`src/sv/fsd_pkg.sv`:
```
// ---------------------------------------------------------------------------
// fsd_pkg
// Types and constants of the UDP source flood detector.
// ---------------------------------------------------------------------------
package fsd_pkg;

  localparam int TABLE_ENTRIES   = 256;
  localparam int IDX_W           = $clog2(TABLE_ENTRIES);
  localparam int OCC_W           = $clog2(TABLE_ENTRIES + 1);
  localparam int REPORT_INTERVAL = 200;
  localparam int RES_W           = $clog2(REPORT_INTERVAL + 1);

  localparam logic [15:0] MIN_FRAME_BYTES = 16'd42;
  localparam logic [15:0] ETHERTYPE_IPV4  = 16'h0800;
  localparam logic [7:0]  PROTO_UDP       = 8'd17;

  localparam logic [31:0] THRESHOLD_RESET  = 32'd2000;
  localparam logic [6:0]  CONFIDENCE_RESET = 7'd70;

  localparam int          CFG_IDX_W      = 8;
  localparam logic [CFG_IDX_W-1:0] CFG_THRESHOLD  = 8'd0;
  localparam logic [CFG_IDX_W-1:0] CFG_CONFIDENCE = 8'd1;

  // front queue
  localparam int QDEPTH = 2;
  localparam int QPTR_W = $clog2(QDEPTH);
  localparam int QCNT_W = $clog2(QDEPTH + 1);

  typedef struct packed {
    logic [15:0] frame_length;
    logic [15:0] ether_type;
    logic [7:0]  ip_protocol;
    logic [31:0] source_address;
    logic [15:0] destination_port;
  } frame_t;

  typedef struct packed {
    logic        event_valid;
    logic [31:0] event_source;
    logic [31:0] event_count;
    logic [15:0] event_port;
    logic [6:0]  event_certainty;
    logic        counted;
    logic        table_full_miss;
  } result_t;

  // classified frame handed from front to back
  typedef struct packed {
    logic        qualify;
    logic [31:0] source_address;
    logic [15:0] destination_port;
  } job_t;

endpackage

```
`src/sv/fsd_front.sv`:
```
// ---------------------------------------------------------------------------
// fsd_front
// Classifies incoming frames and queues them for the table engine.
// ---------------------------------------------------------------------------
module fsd_front (
  input  logic            clk,
  input  logic            rst,
  input  logic            push,
  output logic            full,
  input  fsd_pkg::frame_t frame,
  output logic            job_avail,
  input  logic            job_take,
  output fsd_pkg::job_t   job
);

  fsd_pkg::job_t                    q [fsd_pkg::QDEPTH];
  logic [fsd_pkg::QPTR_W-1:0]       wptr;
  logic [fsd_pkg::QPTR_W-1:0]       rptr;
  logic [fsd_pkg::QCNT_W-1:0]       count;
  fsd_pkg::job_t                    cls;
  logic                             wr;
  logic                             rd;

  always_comb begin
    cls.qualify = (frame.frame_length >= fsd_pkg::MIN_FRAME_BYTES) &&
                  (frame.ether_type == fsd_pkg::ETHERTYPE_IPV4) &&
                  (frame.ip_protocol == fsd_pkg::PROTO_UDP);
    cls.source_address   = frame.source_address;
    cls.destination_port = frame.destination_port;
  end

  assign full      = (count == fsd_pkg::QCNT_W'(fsd_pkg::QDEPTH));
  assign job_avail = (count != '0);
  assign job       = q[rptr];
  assign wr        = push && !full;
  assign rd        = job_take && job_avail;

  always_ff @(posedge clk) begin
    if (wr) begin
      q[wptr] <= cls;
    end
  end

  always_ff @(posedge clk) begin
    if (rst) begin
      wptr  <= '0;
      rptr  <= '0;
      count <= '0;
    end else begin
      if (wr) begin
        wptr <= (wptr == fsd_pkg::QPTR_W'(fsd_pkg::QDEPTH - 1)) ? '0 : wptr + 1'b1;
      end
      if (rd) begin
        rptr <= (rptr == fsd_pkg::QPTR_W'(fsd_pkg::QDEPTH - 1)) ? '0 : rptr + 1'b1;
      end
      count <= count + fsd_pkg::QCNT_W'(wr) - fsd_pkg::QCNT_W'(rd);
    end
  end

endmodule

```
`config.mk`:
```
export PLATFORM = sky130hd
export DESIGN_NAME = fsd_front
export DESIGN_NICKNAME = d
export VERILOG_FILES = /design/src/sv/fsd_pkg.sv /design/src/sv/fsd_front.sv
export SDC_FILE = /design/constraint.sdc
export NUM_CORES = 1
export LEC_CHECK = 0
export BUFFER_PORTS_ARGS = -buffer_cell sky130_fd_sc_hd__buf_2
export CORE_AREA = 2 2 99 101
export DETAILED_ROUTE_END_ITERATION = 16
export DIE_AREA = 0 0 101 103
export PLACE_DENSITY = 0.66
export SKIP_CTS_REPAIR_TIMING = 1
export SLEW_MARGIN = 20
export SYNTH_ARGS = -nofsm -noshare
export SYNTH_HDL_FRONTEND = slang
export SYNTH_SLANG_ARGS = --single-unit
```
`constraint.sdc`:
```
create_clock -name clk -period 2.8 [get_ports clk]
set_clock_uncertainty 0.05 [all_clocks]
set_input_delay 0.42 -clock clk [delete_from_list [all_inputs] [get_ports clk]]
set_output_delay 0.42 -clock clk [all_outputs]
set_load 0.01 [all_outputs]
```
Word-level counts from Yosys, hierarchy flattened

Memories as Yosys holds them, arrays and structs flattened. A register that Yosys moved wholly into a read port is not among the register bits.
Cells that the tools add are included.
Widths: inputs -> output; s select.

Magnitude comparators: 1
Reductions and logical operators: 6
Eq/ne operators: 3
Muxes and demuxes: 6
Add/subtract/negate cells: 4

Operators with widths:

| kind                 | number |
|---|---|
| $eq 16x12->1 const B | 1 |
| $ge 16x6->1 const B  | 1 |
| $eq 8x5->1 const B   | 1 |
| $mux 1               | 6 |
| $logic_and 1x1->1    | 4 |
| $add 1x1->1 const B  | 2 |
| $add 2x1->2          | 1 |
| $eq 2x2->1 const B   | 1 |
| $reduce_bool 2->1    | 1 |
| $sub 2x1->2          | 1 |
| $logic_not 1->1      | 1 |

Register bits after elaboration: 4
Memories: 1
Memory bits (writable): 98

Memories:

| memory | depth | bits a word | rd ports | clocked after Yosys merged registers in | write ports | RTL line        | text |
|---|---|---|---|---|---|---|---|
| q      | 2     | 49          | 1        | 1                                       | 1           | fsd_front.sv:16 | `fsd_pkg::job_t q [fsd_pkg::QDEPTH];` |

Logic depth before layout (Yosys ltp)

Depth after elaboration: 5
Depth in mapped cells: 8
Depth with buffers taken out: 8

Worst setup path after synthesis

No wires, ideal clock.

Path kind: register to register
From: register count[0] (netlist bit)
To: memory q[0][0] (netlist bit) (enable)
Setup time: 0.403 ns
Data arrival time: 1.839 ns
Required time: 2.347 ns
Cell stages (with the launch flop): 5
Setup slack: 0.507 ns
Clock period less this slack: 2.293 ns
Cell sequence: dfxtp_1 nand2b_2 inv_1 or3_1 inv_1

Cells in the longest elaborated chain, start to end: 5

RTL lines:

| what                         | RTL line        | text |
|---|---|---|
| from (decl)                  | fsd_front.sv:19 | `logic [fsd_pkg::QCNT_W-1:0] count;` |
| from (signal assigned)       | fsd_front.sv:56 | `count <= count + fsd_pkg::QCNT_W'(wr) - fsd_pkg::QCNT_W'(rd);` |
| $eq 2x2->1                   | fsd_front.sv:32 | `assign full = (count == fsd_pkg::QCNT_W'(fsd_pkg::QDEPTH));` |
| via full                     | fsd_front.sv:9  | `output logic full,` |
| $logic_not 1->1              | fsd_front.sv:35 | `assign wr = push && !full;` |
| $logic_and 1x1->1            | fsd_front.sv:35 |  |
| $mux 1                       | fsd_front.sv:39 | `if (wr) begin` |
| $mux 1 (not written as such) | fsd_front.sv:40 | `q[wptr] <= cls;` |
| to (decl)                    | fsd_front.sv:16 |  |

The timed path passes the listed nets, and every way through them passes these cells.

==> flow_metrics.tcl <==
set metrics [dict create \
    synthTopCellsByArea "edfxtp_1 (76%), mux2_2 (14%), dfxtp_1 (2.6%)" \
    p_sw_share_pct 28.0 \
    grt_setup_unrepaired "no" \
    min_from "frame[16]" \
    fin_crit_sh_pct 73.7 \
    synth.top_cell.area_share_pct 76.2 \
    fill_cells 821 \
    antenna_left 0 \
    antenna_found_initial 0 \
    cp_top_family "buffers and inverters" \
    cts_sinks 103 \
    h-tree-depth 3 \
    relSlewSlack_pct 65.6 \
    row_count 36 \
    slew_violations 0 \
    synth_nets 287 \
    status "completed" \
    tightest_slew_ps 515 \
    setup_viol 0 \
    start_util_pct 40.8 \
    clk_path_buf_depth 2 \
    slowest_stage "mux2_2" \
    yosysSeqAreaShare_pct 78.8 \
    peakVddDrop_uv 468 \
    grt_pass1_vias 2269 \
    cp.depth 3 \
    grt_start_max_net_pins 50 \
    detail_route.iter0.violations 24 \
    power_leakage_nw 1.91 \
    gp_congestion 0.788 \
    startpoint_type "register" \
    critPathRequiredTime_ps 2330 \
    yosysWarningCount 0 \
    antenna_cells 0 \
    max_freq_mhz 484 \
    netlist_area_um2 3860 \
    clock-root-buffer "clkbuf_8" \
    r2r_start "count[0]" \
    path_buf_inv 2 \
    clkPwrFrac_pct 22.2 \
    crit_fanout 29 \
    core_um2 9460 \
    numCtsBuffers 9 \
    cp-end-kind "primary output" \
    cap_violations 0 \
    grt_pass1_wl_mm 10.5 \
    ff2ff_setup_slack_ps 980 \
    drcViolationCount 0 \
    wl_per_cell_um 15.2 \
    seqCellArea_um2 3040 \
    clkTransAtPathRegs_ps 90 \
    final_nets 439 \
    layout-drive-gt1-share_pct 62.0 \
    tns_ps 0 \
    die_y_um 103 \
    synthCells 193 \
    slowest_delay_ps 400 \
    hold_viol 0 \
    p_total_mw 4.08 \
    multi_input_area_um2 777 \
    path_class "register to primary output" \
    r2r_cells 3 \
    io_pins 143 \
    clk_latency_ps 350 \
    syn2layout_area_growth_pct 27.7 \
    drt_wl_total_mm 7.06 \
    power_frac_seq_pct 49.5 \
    hold_class "input port to register" \
    period_needed_ps 2060 \
    internal_power_mw 2.94 \
    r2r-end "q[1][46]" \
    synth.distinct_cells 27 \
    yosys.area.top_type "edfxtp_1" \
    power_density_nw_per_um2 827 \
    grt_overflow_total 0 \
    die_w_um 101 \
    min_path_cells 1 \
    portBuffers 141 \
    worstPathArrival_ps 1590 \
    num_vias 2253 \
    combinationalPowerShare_pct 28.3 \
    first_pass_iters 4 \
    p_switching_mw 1.14 \
    path_cells "buf_4 > mux2_2 > buf_2" \
    tritoncts "built" \
    min_to "q[0][16]" \
    ys_seq_elements 103 \
    viasPerCell 4.86 \
    grt_use_total_pct 13.8 \
    dp_hpwl_mm 4.86 \
    dieArea_um2 10400 \
    synth_area_per_cell_um2 20.0 \
]
## layer usage
layer	track usage, %	wire, um	up-vias	share of wire, %
met2	24.0	3680	103	52
li1	-	-	1066	-
met3	4.47	592	9	8.4
met4	7.48	102	0	1.4
met1	14.9	2690	1075	38
met5	0	0	-	0
## worst register-to-register path, cell delays in order, from the launching register on
cell      delay, ps
dfxtp_1         390
nand2b_2        150
and3_2          530
buf_4           380
## Yosys cell counts
cell type and number:
o21a_1 2, or3_1 1, xor2_1 1, edfxtp_1 98
or4_4 1, buf_2 3, nor4_1 4, nand2_1 2
o21ai_0 2, buf_4 2, nor3_1 1, xnor2_1 1
nor4b_1 3, or2_2 1, nor2b_1 1, a21oi_1 1
mux2_2 49, ha_1 2, nand2b_2 1, a311oi_1 1
nor2_1 3, dfxtp_1 5, and3_1 1, nor3_2 1
and2_1 1, nand4_1 1, inv_1 4
## stage by stage
stage | setup WS (ps) | utilization [%] | hold WS (ps) | instance area, um^2 | cells
after floorplan | 507 | - | 402 | 3860 | 193
after global placement | 938 | 50.1 | 416 | 4730 | 448
after detailed placement | 915 | 50.1 | 441 | 4730 | 448
after CTS | 660 | 52.1 | 167 | 4930 | 464
after global routing | 627 | 52.1 | 174 | 4930 | 464
final | 735 | 52.1 | 194 | 4930 | 464
## logic make-up after synthesis
group | Yosys count | synth area share (%)
AO/OA/AOI/OAI | 6 | 1.00
XOR/XNOR | 2 | 0.453
adder cells (fa/ha/maj) | 2 | 0.648
buffers and inverters | 9 | 1.17
flip-flops | 103 | 78.8
multiplexers | 49 | 14.3
AND/OR/NAND/NOR | 22 | 3.69
## power by group through the flow
stage | Sequential (mW) | Combinational [mW] | Clock [mW]
6_report | 2.02 | 1.15 | 0.906
5_1_grt | 2.04 | 1.28 | 0.994
4_1_cts | 2.02 | 1.19 | 0.948
3_5_place_dp | 2.06 | 1.19 | 0
3_3_place_gp | 2.04 | 1.18 | 0
2_1_floorplan | 2.05 | 0.731 | 0
## flip-flops by register name (all words and copies together) (netlist names), named ones only
name and flops:
count 2, wptr 1, q 98, rptr 1
## final cells by class
class,count,area share [%]
Clock buffer,10,2.59
Clock inverter,6,1.42
Inverter,4,0.304
Multi-Input combinational cell,81,15.8
Sequential cell,103,61.7
Tap cell,114,2.89
Timing Repair Buffer,146,15.3
## cell usage in the layout, fill, tap and decap left out, types with 2 or more instances in the layout
master	n
buf_2	141
edfxtp_1	98
mux2_2	49
clkbuf_8	9
nor4_1	4
dfxtp_1	4
buf_4	4
inv_1	3
nor4b_1	3
nor2_1	3
clkinvlp_4	3
o21a_1	2
nand2_1	2
o21ai_0	2
ha_1	2
## how the worst max path moves through the flow
stage                     to  slack [ps]
global route          job[0]         630
global placement    q[1][46]         940
finish                job[0]         740
detailed placement  q[1][46]         910
CTS                   job[0]         660
floorplan            q[0][0]         510
Note: power is estimated with default switching activity, not from simulation.
